<file path="config.mk">
export PLATFORM = sky130hd
export DESIGN_NAME = led_matrix_scan_controller
export DESIGN_NICKNAME = d
export VERILOG_FILES = /design/src/sv/lms_pkg.sv /design/src/sv/lms_ctrl.sv /design/src/sv/lms_datapath.sv /design/src/sv/led_matrix_scan_controller.sv
export SDC_FILE = /design/constraint.sdc
export NUM_CORES = 2
export LEC_CHECK = 0
export ABC_AREA = 1
export BUFFER_PORTS_ARGS = -buffer_cell sky130_fd_sc_hd__buf_2
export CORE_ASPECT_RATIO = 1.2
export CORE_MARGIN = 2
export CORE_UTILIZATION = 40
export CTS_BUF_LIST = sky130_fd_sc_hd__clkbuf_16
export CTS_CLUSTER_SIZE = 28
export DETAILED_ROUTE_END_ITERATION = 10
export SLEW_MARGIN = 25
export SYNTH_ARGS = -nofsm -noshare
export SYNTH_HDL_FRONTEND = slang
export SYNTH_SLANG_ARGS = --single-unit
</file>
<file path="constraint.sdc">
create_clock -name i_clk -period 23.4 [get_ports i_clk]
set_clock_uncertainty 0.1 [all_clocks]
set_input_delay 1.17 -clock i_clk [delete_from_list [all_inputs] [get_ports i_clk]]
set_output_delay 1.17 -clock i_clk [all_outputs]
set_load 0.01 [all_outputs]
</file>
<file path="src/sv/lms_pkg.sv">
package lms_pkg;

    localparam int SIDE = 16;
    localparam int XY_W = $clog2(SIDE);
    localparam int ADDR_W = 2 * XY_W;
    localparam int LEVEL_W = 7;
    localparam int WORD_W = 32;
    localparam int SCALE_W = 14;
    localparam int THRESH_W = 20;
    localparam int PROD_W = 21;

    localparam logic [LEVEL_W-1:0] LEVEL_FULL = 7'd100;
    localparam logic [LEVEL_W-1:0] PHASE_MAX = 7'd99;
    localparam logic [THRESH_W-1:0] PHASE_WEIGHT = 20'd10000;

    // Register indexes on the configuration port
    localparam logic [1:0] CFG_ROTATION = 2'd0;
    localparam logic [1:0] CFG_GLOBAL = 2'd1;
    localparam logic [1:0] CFG_FLOOR = 2'd2;
    localparam logic [1:0] CFG_CEILING = 2'd3;

    typedef enum logic [1:0] {
        FUNC_SET = 2'd0,
        FUNC_RECT = 2'd1,
        FUNC_CLEAR = 2'd2,
        FUNC_REFRESH = 2'd3
    } t_func;

    typedef enum logic [3:0] {
        ST_IDLE,
        ST_SETW,
        ST_RECT,
        ST_CLR,
        ST_ACK,
        ST_ERR,
        ST_REF_SETUP,
        ST_REF_READ,
        ST_REF_DRAIN,
        ST_REF_EMIT
    } t_state;

    typedef struct packed {
        logic load_item;
        logic set_wr;
        logic rect_wr;
        logic clear;
        logic ref_setup;
        logic rd_issue;
        logic emit_word;
        logic emit_ack;
        logic emit_err;
    } t_cmd;

    typedef struct packed {
        logic rect_done;
        logic lim_bad;
        logic j_last;
        logic i_last;
        logic out_free;
    } t_sts;

    // Pin bit of each scanned column
    localparam logic [WORD_W-1:0] COL_PIN [SIDE] = '{
        32'h00001000, 32'h10000000, 32'h00080000, 32'h00000200,
        32'h08000000, 32'h00000400, 32'h00000800, 32'h00000100,
        32'h00000020, 32'h40000000, 32'h80000000, 32'h00000008,
        32'h20000000, 32'h00000004, 32'h00000080, 32'h00000001
    };

    // Pin bit of each row
    localparam logic [WORD_W-1:0] ROW_PIN [SIDE] = '{
        32'h00000010, 32'h00000040, 32'h00004000, 32'h00000002,
        32'h00002000, 32'h00008000, 32'h04000000, 32'h02000000,
        32'h00020000, 32'h00010000, 32'h00800000, 32'h00040000,
        32'h00200000, 32'h00400000, 32'h01000000, 32'h00100000
    };

endpackage

</file>
<file path="src/sv/lms_ctrl.sv">
module lms_ctrl (
    input  logic          i_clk,
    input  logic          i_rst_n,
    input  logic          i_in_valid,
    input  logic [1:0]    i_func,
    input  lms_pkg::t_sts i_sts,
    output lms_pkg::t_cmd o_cmd,
    output logic          o_in_stall
);
    import lms_pkg::*;

    t_state r_state;
    t_state n_state;

    always_ff @(posedge i_clk) begin
        if (!i_rst_n) begin
            r_state <= ST_IDLE;
        end else begin
            r_state <= n_state;
        end
    end

    // Next state
    always_comb begin
        n_state = r_state;
        unique case (r_state)
            ST_IDLE: begin
                if (i_in_valid) begin
                    unique case (t_func'(i_func))
                        FUNC_SET:     n_state = ST_SETW;
                        FUNC_RECT:    n_state = ST_RECT;
                        FUNC_CLEAR:   n_state = ST_CLR;
                        FUNC_REFRESH: n_state = ST_REF_SETUP;
                        default:      n_state = ST_IDLE;
                    endcase
                end
            end
            ST_SETW:      n_state = ST_ACK;
            ST_CLR:       n_state = ST_ACK;
            ST_RECT:      if (i_sts.rect_done) n_state = ST_ACK;
            ST_ACK:       if (i_sts.out_free) n_state = ST_IDLE;
            ST_ERR:       if (i_sts.out_free) n_state = ST_IDLE;
            ST_REF_SETUP: n_state = i_sts.lim_bad ? ST_ERR : ST_REF_READ;
            ST_REF_READ:  if (i_sts.j_last) n_state = ST_REF_DRAIN;
            ST_REF_DRAIN: n_state = ST_REF_EMIT;
            ST_REF_EMIT: begin
                if (i_sts.out_free) n_state = i_sts.i_last ? ST_IDLE : ST_REF_READ;
            end
            default:      n_state = ST_IDLE;
        endcase
    end

    // Commands
    always_comb begin
        o_cmd = '0;
        o_in_stall = 1'b1;
        unique case (r_state)
            ST_IDLE: begin
                o_in_stall = 1'b0;
                o_cmd.load_item = i_in_valid;
            end
            ST_SETW:      o_cmd.set_wr = 1'b1;
            ST_RECT:      o_cmd.rect_wr = 1'b1;
            ST_CLR:       o_cmd.clear = 1'b1;
            ST_ACK:       o_cmd.emit_ack = i_sts.out_free;
            ST_ERR:       o_cmd.emit_err = i_sts.out_free;
            ST_REF_SETUP: o_cmd.ref_setup = 1'b1;
            ST_REF_READ:  o_cmd.rd_issue = 1'b1;
            ST_REF_DRAIN: o_cmd = '0;
            ST_REF_EMIT:  o_cmd.emit_word = i_sts.out_free;
            default:      o_cmd = '0;
        endcase
    end

endmodule

</file>
<file path="src/sv/lms_datapath.sv">
module lms_datapath (
    input  logic                          i_clk,
    input  logic                          i_rst_n,
    input  lms_pkg::t_cmd                 i_cmd,
    output lms_pkg::t_sts                 o_sts,
    input  logic                          i_cfg_valid,
    input  logic [1:0]                    i_cfg_index,
    input  logic [7:0]                    i_cfg_data,
    input  logic [lms_pkg::XY_W-1:0]      i_x_first,
    input  logic [lms_pkg::XY_W-1:0]      i_y_first,
    input  logic [lms_pkg::XY_W-1:0]      i_x_second,
    input  logic [lms_pkg::XY_W-1:0]      i_y_second,
    input  logic                          i_fill,
    input  logic                          i_pixel_on,
    input  logic [lms_pkg::LEVEL_W-1:0]   i_pixel_level,
    input  logic                          i_out_stall,
    output logic                          o_out_valid,
    output logic [lms_pkg::WORD_W-1:0]    o_column_word,
    output logic [lms_pkg::XY_W-1:0]      o_column_index,
    output logic                          o_last,
    output logic                          o_status
);
    import lms_pkg::*;

    localparam int CELLS = SIDE * SIDE;

    // Configuration registers
    logic [1:0]         r_rot;
    logic [LEVEL_W-1:0] r_global;
    logic [LEVEL_W-1:0] r_floor;
    logic [7:0]         r_ceil;

    always_ff @(posedge i_clk) begin
        if (!i_rst_n) begin
            r_rot <= 2'd0;
            r_global <= LEVEL_FULL;
            r_floor <= '0;
            r_ceil <= '0;
        end else if (i_cfg_valid) begin
            unique case (i_cfg_index)
                CFG_ROTATION: r_rot <= i_cfg_data[1:0];
                CFG_GLOBAL:   r_global <= i_cfg_data[LEVEL_W-1:0];
                CFG_FLOOR:    r_floor <= i_cfg_data[LEVEL_W-1:0];
                CFG_CEILING:  r_ceil <= i_cfg_data;
                default:      r_ceil <= r_ceil;
            endcase
        end
    end

    // Limits and brightness scale
    logic [LEVEL_W-1:0] w_hi;
    logic [SCALE_W-1:0] w_scale;
    logic               w_lim_bad;

    assign w_hi = (r_ceil == 8'd0 || r_ceil > {1'b0, LEVEL_FULL}) ? LEVEL_FULL
                                                                  : r_ceil[LEVEL_W-1:0];
    assign w_lim_bad = r_floor >= w_hi;
    assign w_scale = SCALE_W'(SCALE_W'(w_hi - r_floor) * SCALE_W'(r_global)
                              + SCALE_W'(r_floor) * SCALE_W'(LEVEL_FULL));

    // Latched item
    logic [XY_W-1:0]    r_x, r_y, r_xlo, r_xhi, r_ylo, r_yhi, r_cx, r_cy;
    logic               r_fill, r_on;
    logic [LEVEL_W-1:0] r_lvl;
    logic [XY_W-1:0]    w_xlo, w_xhi, w_ylo, w_yhi;

    assign w_xlo = (i_x_first > i_x_second) ? i_x_second : i_x_first;
    assign w_xhi = (i_x_first > i_x_second) ? i_x_first : i_x_second;
    assign w_ylo = (i_y_first > i_y_second) ? i_y_second : i_y_first;
    assign w_yhi = (i_y_first > i_y_second) ? i_y_first : i_y_second;

    logic w_rect_done;
    assign w_rect_done = (r_cx == r_xhi) && (r_cy == r_yhi);

    always_ff @(posedge i_clk) begin
        if (i_cmd.load_item) begin
            r_x <= i_x_first;
            r_y <= i_y_first;
            r_fill <= i_fill;
            r_on <= i_pixel_on;
            r_lvl <= i_pixel_level;
            r_xlo <= w_xlo;
            r_xhi <= w_xhi;
            r_ylo <= w_ylo;
            r_yhi <= w_yhi;
            r_cx <= w_xlo;
            r_cy <= w_ylo;
        end else if (i_cmd.rect_wr && !w_rect_done) begin
            if (r_cy == r_yhi) begin
                r_cy <= r_ylo;
                r_cx <= r_cx + 1'b1;
            end else begin
                r_cy <= r_cy + 1'b1;
            end
        end
    end

    // Scan counters, phase and per-refresh constants
    logic [XY_W-1:0]     r_i, r_j;
    logic [LEVEL_W-1:0]  r_phase;
    logic [SCALE_W-1:0]  r_scale;
    logic [THRESH_W-1:0] r_thresh;

    always_ff @(posedge i_clk) begin
        if (!i_rst_n) begin
            r_phase <= '0;
            r_i <= '0;
            r_j <= '0;
        end else begin
            if (i_cmd.ref_setup) begin
                r_i <= '0;
                r_j <= '0;
            end
            if (i_cmd.rd_issue) r_j <= r_j + 1'b1;
            if (i_cmd.emit_word) begin
                r_i <= r_i + 1'b1;
                if (r_i == XY_W'(SIDE - 1)) begin
                    r_phase <= (r_phase >= PHASE_MAX) ? '0 : r_phase + 1'b1;
                end
            end
        end
    end

    always_ff @(posedge i_clk) begin
        if (i_cmd.ref_setup) begin
            r_scale <= w_scale;
            r_thresh <= THRESH_W'((THRESH_W'(r_phase) + 1'b1) * PHASE_WEIGHT);
        end
    end

    // Pixel store: one valid bit per pixel marks it written since the last clear
    logic [LEVEL_W-1:0] r_lvl_mem [CELLS];
    logic               r_flag_mem [CELLS];
    logic [CELLS-1:0]   r_valid;
    logic [ADDR_W-1:0]  w_wr_addr, w_rd_addr;
    logic               w_rect_hit, w_flag_we, w_wr_valid, w_lvl_we;
    logic [XY_W-1:0]    w_sc, w_sr;

    assign w_rect_hit = r_fill || r_cx == r_xlo || r_cx == r_xhi
                        || r_cy == r_ylo || r_cy == r_yhi;
    assign w_flag_we = i_cmd.set_wr || (i_cmd.rect_wr && w_rect_hit);
    assign w_wr_addr = i_cmd.set_wr ? {r_x, r_y} : {r_cx, r_cy};
    assign w_wr_valid = r_valid[w_wr_addr];
    // A rectangle on a cleared pixel also stores the cleared level
    assign w_lvl_we = i_cmd.set_wr || (w_flag_we && !w_wr_valid);

    // Scan position to stored pixel through the rotation
    always_comb begin
        case (r_rot)
            2'd1:    begin w_sc = r_j;  w_sr = ~r_i; end
            2'd2:    begin w_sc = ~r_i; w_sr = ~r_j; end
            2'd3:    begin w_sc = ~r_j; w_sr = r_i;  end
            default: begin w_sc = r_i;  w_sr = r_j;  end
        endcase
    end
    assign w_rd_addr = {w_sc, w_sr};

    always_ff @(posedge i_clk) begin
        if (!i_rst_n) begin
            r_valid <= '0;
        end else if (i_cmd.clear) begin
            r_valid <= '0;
        end else if (w_flag_we) begin
            r_valid[w_wr_addr] <= 1'b1;
        end
    end

    always_ff @(posedge i_clk) begin
        if (w_lvl_we) r_lvl_mem[w_wr_addr] <= i_cmd.set_wr ? r_lvl : LEVEL_FULL;
        if (w_flag_we) r_flag_mem[w_wr_addr] <= i_cmd.set_wr ? r_on : 1'b1;
    end

    // Read stage
    logic [LEVEL_W-1:0] r_rd_lvl;
    logic               r_rd_flag, r_rd_v, r_b_valid;
    logic [XY_W-1:0]    r_b_j;

    always_ff @(posedge i_clk) begin
        if (i_cmd.rd_issue) begin
            r_rd_lvl <= r_lvl_mem[w_rd_addr];
            r_rd_flag <= r_flag_mem[w_rd_addr];
            r_rd_v <= r_valid[w_rd_addr];
            r_b_j <= r_j;
        end
    end

    always_ff @(posedge i_clk) begin
        if (!i_rst_n) begin
            r_b_valid <= 1'b0;
        end else begin
            r_b_valid <= i_cmd.rd_issue;
        end
    end

    // Lit test: phase < floor(p/10000)  <=>  (phase+1)*10000 <= p
    logic [LEVEL_W-1:0] w_px_lvl;
    logic               w_px_on, w_lit;
    logic [PROD_W-1:0]  w_prod;

    assign w_px_lvl = r_rd_v ? r_rd_lvl : LEVEL_FULL;
    assign w_px_on = r_rd_v && r_rd_flag;
    assign w_prod = PROD_W'(PROD_W'(w_px_lvl) * PROD_W'(r_scale));
    assign w_lit = w_px_on && (r_global != '0) && (w_prod >= PROD_W'(r_thresh));

    // Row pin accumulator for the current column
    logic [WORD_W-1:0] r_acc;

    always_ff @(posedge i_clk) begin
        if (i_cmd.ref_setup || i_cmd.emit_word) begin
            r_acc <= '0;
        end else if (r_b_valid && !w_lit) begin
            r_acc <= r_acc | ROW_PIN[r_b_j];
        end
    end

    // Output register
    logic              r_out_valid;
    logic [WORD_W-1:0] r_out_word;
    logic [XY_W-1:0]   r_out_idx;
    logic              r_out_last, r_out_status;
    logic              w_out_free;

    assign w_out_free = !r_out_valid || !i_out_stall;

    always_ff @(posedge i_clk) begin
        if (!i_rst_n) begin
            r_out_valid <= 1'b0;
        end else if (i_cmd.emit_word || i_cmd.emit_ack || i_cmd.emit_err) begin
            r_out_valid <= 1'b1;
        end else if (!i_out_stall) begin
            r_out_valid <= 1'b0;
        end
    end

    always_ff @(posedge i_clk) begin
        if (i_cmd.emit_word) begin
            r_out_word <= COL_PIN[r_i] | r_acc;
            r_out_idx <= r_i;
            r_out_last <= (r_i == XY_W'(SIDE - 1));
            r_out_status <= 1'b0;
        end else if (i_cmd.emit_ack || i_cmd.emit_err) begin
            r_out_word <= '0;
            r_out_idx <= '0;
            r_out_last <= 1'b1;
            r_out_status <= i_cmd.emit_err;
        end
    end

    assign o_out_valid = r_out_valid;
    assign o_column_word = r_out_word;
    assign o_column_index = r_out_idx;
    assign o_last = r_out_last;
    assign o_status = r_out_status;

    assign o_sts.rect_done = w_rect_done;
    assign o_sts.lim_bad = w_lim_bad;
    assign o_sts.j_last = (r_j == XY_W'(SIDE - 1));
    assign o_sts.i_last = (r_i == XY_W'(SIDE - 1));
    assign o_sts.out_free = w_out_free;

    a_emit_onehot: assert property (@(posedge i_clk) disable iff (!i_rst_n)
        $onehot0({i_cmd.emit_word, i_cmd.emit_ack, i_cmd.emit_err}))
        else $error("more than one result loaded at once");

    a_emit_free: assert property (@(posedge i_clk) disable iff (!i_rst_n)
        (i_cmd.emit_word || i_cmd.emit_ack || i_cmd.emit_err) |-> w_out_free)
        else $error("result loaded over a held word");

    a_no_rw_mix: assert property (@(posedge i_clk) disable iff (!i_rst_n)
        (i_cmd.set_wr || i_cmd.rect_wr || i_cmd.clear) |-> !i_cmd.rd_issue)
        else $error("store written during a scan read");

    a_scan_order: assert property (@(posedge i_clk) disable iff (!i_rst_n)
        i_cmd.emit_word |-> !r_b_valid)
        else $error("column word emitted before last pixel accumulated");

endmodule

</file>
<file path="src/sv/led_matrix_scan_controller.sv">
// Set pixel and clear: one write, then the result; rectangle: a write step for each pixel
// of its bounding box, then the result.
// Refresh: 16 columns, each 16 reads of the single-port pixel store plus drain and
// load of the column word, which waits while the output still holds a stalled word.
// Invalid limits give one status result after the setup state. One item at a time.
// Reset (synchronous, active low) clears the store to off at level 100, phase to 0.
module led_matrix_scan_controller (
    input  logic                        i_clk,
    input  logic                        i_rst_n,
    input  logic                        i_in_valid,
    output logic                        o_in_stall,
    input  logic [1:0]                  i_func,
    input  logic [lms_pkg::XY_W-1:0]    i_x_first,
    input  logic [lms_pkg::XY_W-1:0]    i_y_first,
    input  logic [lms_pkg::XY_W-1:0]    i_x_second,
    input  logic [lms_pkg::XY_W-1:0]    i_y_second,
    input  logic                        i_fill,
    input  logic                        i_pixel_on,
    input  logic [lms_pkg::LEVEL_W-1:0] i_pixel_level,
    output logic                        o_out_valid,
    input  logic                        i_out_stall,
    output logic [lms_pkg::WORD_W-1:0]  o_column_word,
    output logic [lms_pkg::XY_W-1:0]    o_column_index,
    output logic                        o_last,
    output logic                        o_status,
    input  logic                        i_cfg_valid,
    output logic                        o_cfg_ready,
    input  logic [1:0]                  i_cfg_index,
    input  logic [7:0]                  i_cfg_data
);
    import lms_pkg::*;

    t_cmd w_cmd;
    t_sts w_sts;

    assign o_cfg_ready = 1'b1;

    lms_ctrl u_ctrl (
        .i_clk      (i_clk),
        .i_rst_n    (i_rst_n),
        .i_in_valid (i_in_valid),
        .i_func     (i_func),
        .i_sts      (w_sts),
        .o_cmd      (w_cmd),
        .o_in_stall (o_in_stall)
    );

    lms_datapath u_dp (
        .i_clk          (i_clk),
        .i_rst_n        (i_rst_n),
        .i_cmd          (w_cmd),
        .o_sts          (w_sts),
        .i_cfg_valid    (i_cfg_valid),
        .i_cfg_index    (i_cfg_index),
        .i_cfg_data     (i_cfg_data),
        .i_x_first      (i_x_first),
        .i_y_first      (i_y_first),
        .i_x_second     (i_x_second),
        .i_y_second     (i_y_second),
        .i_fill         (i_fill),
        .i_pixel_on     (i_pixel_on),
        .i_pixel_level  (i_pixel_level),
        .i_out_stall    (i_out_stall),
        .o_out_valid    (o_out_valid),
        .o_column_word  (o_column_word),
        .o_column_index (o_column_index),
        .o_last         (o_last),
        .o_status       (o_status)
    );

endmodule

</file>
==> flow_summary_export.csv <==
group,metric,value,unit
placement,dpl-instance-area,0.118,mm²
worst_setup_path,crit_path_max_fanout,16,
grt,grt_pass1_wl,507000,µm
synth,seq_area_frac_synth,62.7,%
power,p_per_area,99.7,mW/mm²
synth,synth.top_cell.area_share,57.1,%
layout,fillers,26800,
layout,area_delta_synth_final,10.1,%
timing,timing.final.ws_setup,15.91,ns
clocking,clk_path_buf_depth,4,
clocking,clk_pin_slew_worst_paths,0.07,ns
layout,drive_gt1_share,6.18,%
timing,tns,0,ns
detailed_routing,vias,83600,
grt,grt_usage,22.6,%
timing,hold_viol,0,
placement,hpwl,201000,µm
worst_setup_path,cpMaxStageDelayCell,"nor2_1",
placement,gp_congestion,0.890,
worst_setup_path,cp-start-kind,"flip-flop",
placement,portBuffers,81,
timing,drv_slew,0,
power,power,12.5,mW
worst_setup_path,rrSetupSlack,15.91,ns
grt,grt.overflow.total,0,
floorplan,core_area,0.283,mm²
timing,max_freq,133,MHz
clocking,post_cts_buffers,0,
synth,syn-num-nets,11800,
run,maxCapViolCount,0,
clocking,clock-sinks,2487,
clocking,cts_inserted_buffers,242,
grt,grt_max_degree,187,
worst_hold_path,hold_path.class,"input port to flip-flop",
floorplan,fp-row-count,214,
power,p_leak,44.9,nW
worst_setup_path,cp.required,24.07,ns
detailed_routing,drt_iter0_drc,9321,
layout,fin_nets,11600,
detailed_routing,via_per_inst,5.49,
timing,worstMarginPinSlew,1.14,ns
synth,ys_warn_count,0,
run_status,status,"completed",
placement,dp_slack,15.95,ns
power,peakVddDrop,0.0901,mV
worst_setup_path,cp-end-kind,"flip-flop",
detailed_routing,drc_errors,0,
clocking,ctsResizeCount,0,
detailed_routing,dr.pass1.iters,9,
timing,relSlewSlack,23.4,%
floorplan,io_pins,83,
timing,period_share,32.0,%
synth,yosysTopAreaCell,"edfxtp_1",
detailed_routing,routedWlPerCell,22.2,µm
grt,antenna_found_initial,6,
synth,synthArstFlopShare,0,%
worst_setup_path,arrival,8.17,ns
floorplan,dieHeight,589,µm
worst_setup_path,cpMostUsedCell,"nand2_1",
detailed_routing,detail-route-antenna-nets,0,
worst_setup_path,path_class,"flip-flop to flip-flop",
synth,avgSynthCellArea,9.92,µm²
detailed_routing,routed_wl,338000,µm
floorplan,dieWidth,491,µm
timing,period_needed,7.49,ns
clocking,clockRootBuffer,"clkbuf_16",
timing,rsz0062_at_grt,"no",
grt,grt_pass1_vias,81700,
worst_setup_path,slowest_delay,0.67,ns
synth,ys.flop_type,"edfxtp_1",
synth,yosys.cell_types.count,48,
layout,final_area,0.126,mm²
clocking,cts_hold_buf,0,
synth,postSynthCellCount,11500,
floorplan,die-area,0.289,mm²
synth,synth-edff-count,2169,
synth,ys_ff_latch,2487,
synth,yosys-top-cells-area,"edfxtp_1 (57%), nand2_1 (8.5%), nor2_1 (6.1%)",
timing,setup_viol,0,
clocking,htreeDepth,4,
synth,syn_area,0.114,mm²
clocking,clk_latency,0.93,ns
timing,hold_slack,0.335,ns
clocking,cts_tree,"done",
floorplan,start_util,40.2,%
## metrics by stage
step | util (%) | std cells
3_5_place_dp | 41.5 | 14800
2_1_floorplan | - | 11500
4_1_cts | 44.3 | 15200
6_report | 44.3 | 15200
3_3_place_gp | 41.5 | 14800
5_1_grt | 44.3 | 15200
## report_power, final
| group | switching, mW | internal [mW] | total [mW] |
|---|---|---|---|
| combinational | 2.60 | 0.729 | 3.33 |
| sequential | 0.0505 | 5.17 | 5.22 |
| clock | 1.72 | 2.25 | 3.97 |
| total | 4.37 | 8.15 | 12.5 |
## placed cells by master, fill, tap and decap left out, types with 33 or more instances in the layout
| cell type | n |
|---|---|
| xor2_1 | 44 |
| nand3_1 | 1160 |
| buf_4 | 113 |
| clkinv_1 | 48 |
| xnor2_1 | 36 |
| o21ai_0 | 650 |
| clkbuf_16 | 243 |
| o22ai_1 | 217 |
| fa_1 | 126 |
| bufinv_16 | 33 |
| o211ai_1 | 197 |
| a21oi_1 | 367 |
| inv_1 | 719 |
| nand2_1 | 2582 |
| ha_1 | 161 |
| edfxtp_1 | 2169 |
| nor2_1 | 1840 |
| buf_2 | 81 |
| or2_2 | 85 |
| clkinv_2 | 49 |
| dfxtp_1 | 317 |
## critical path, delay by kind of cell, from the launching register on
family / cells / cell delay [ns]
compound gates: 5 / 0.89
xor+xnor: 1 / 0.08
fa+ha+maj: 6 / 2.66
buf+inv: 7 / 0.60
flops: 1 / 0.42
simple gates: 18 / 2.58
## layout make-up
class / instances / area, µm² / area share, %
multi-input combinational: 7590 / 37100 / 29.6
inverter: 695 / 2650 / 2.11
sequential: 2487 / 71500 / 56.9
clock buffer: 243 / 6080 / 4.84
clock inverter: 199 / 1870 / 1.49
antenna: 7 / 17.5 / 0.0139
tap: 3780 / 4730 / 3.77
timing repair buffer: 211 / 1620 / 1.29
## metal layers
metal / part of all wire (%) / GRT usage [%] / routed length (µm) / up-vias
li1: - / - / - / 38400
met1: 40 / 29.3 / 136000 / 41000
met2: 48 / 37.5 / 161000 / 3476
met3: 7.8 / 3.73 / 26200 / 726
met4: 4.6 / 9.85 / 15400 / 6
met5: 0.015 / 0 / 50 / -
## Yosys cell counts (7+ instances only)
library cell  number
nand2_1         2584
edfxtp_1        2169
nor2_1          1845
nand3_1         1161
inv_1            683
o21ai_0          650
clkbuf_1         519
a21oi_1          374
dfxtp_1          318
o22ai_1          217
o211ai_1         197
ha_1             161
fa_1             126
buf_2            101
or2_2             89
buf_1             68
xor2_1            50
xnor2_1           36
o21ai_1           29
buf_6             25
nand4_1           11
clkinv_1           7
nor3_1             7
## final timing paths
path / end / startpoint / depth (start not counted)
worst min register to register: u_dp.r_acc[22] / u_dp.r_acc[22] / 2
worst max-delay path: u_dp.r_acc[21] / u_dp.r_rd_v / 37
worst max register to register: u_dp.r_acc[21] / u_dp.r_rd_v / 37
worst min-delay path: u_dp.r_lvl[4] / i_pixel_level[4] / 1
## registers in the layout (all words and copies together) (netlist names), 7 cells and up
signal,flops
u_dp.r_phase,7
u_dp.r_thresh,16
u_dp.r_floor,7
u_dp.r_global,7
u_dp.r_acc,16
u_dp.r_flag_mem,256
u_dp.o_column_word,32
u_dp.r_scale,14
u_dp.r_lvl_mem,1792
u_dp.r_lvl,7
u_dp.r_rd_lvl,7
u_dp.r_ceil,8
u_dp.r_valid,256
## cells by family after synthesis
| family | Yosys count | synth area share, % |
|---|---|---|
| and+or+nand+nor | 5719 | 20.4 |
| DFF | 2487 | 62.7 |
| xor gates and xnor gates | 86 | 0.661 |
| AOI/OAI and AO/OA | 1497 | 7.31 |
| adders and majority gates | 287 | 3.98 |
| other | 1 | 0.00329 |
| buffers and inverters | 1412 | 4.94 |
Note: power is estimated with default switching activity, not from simulation.
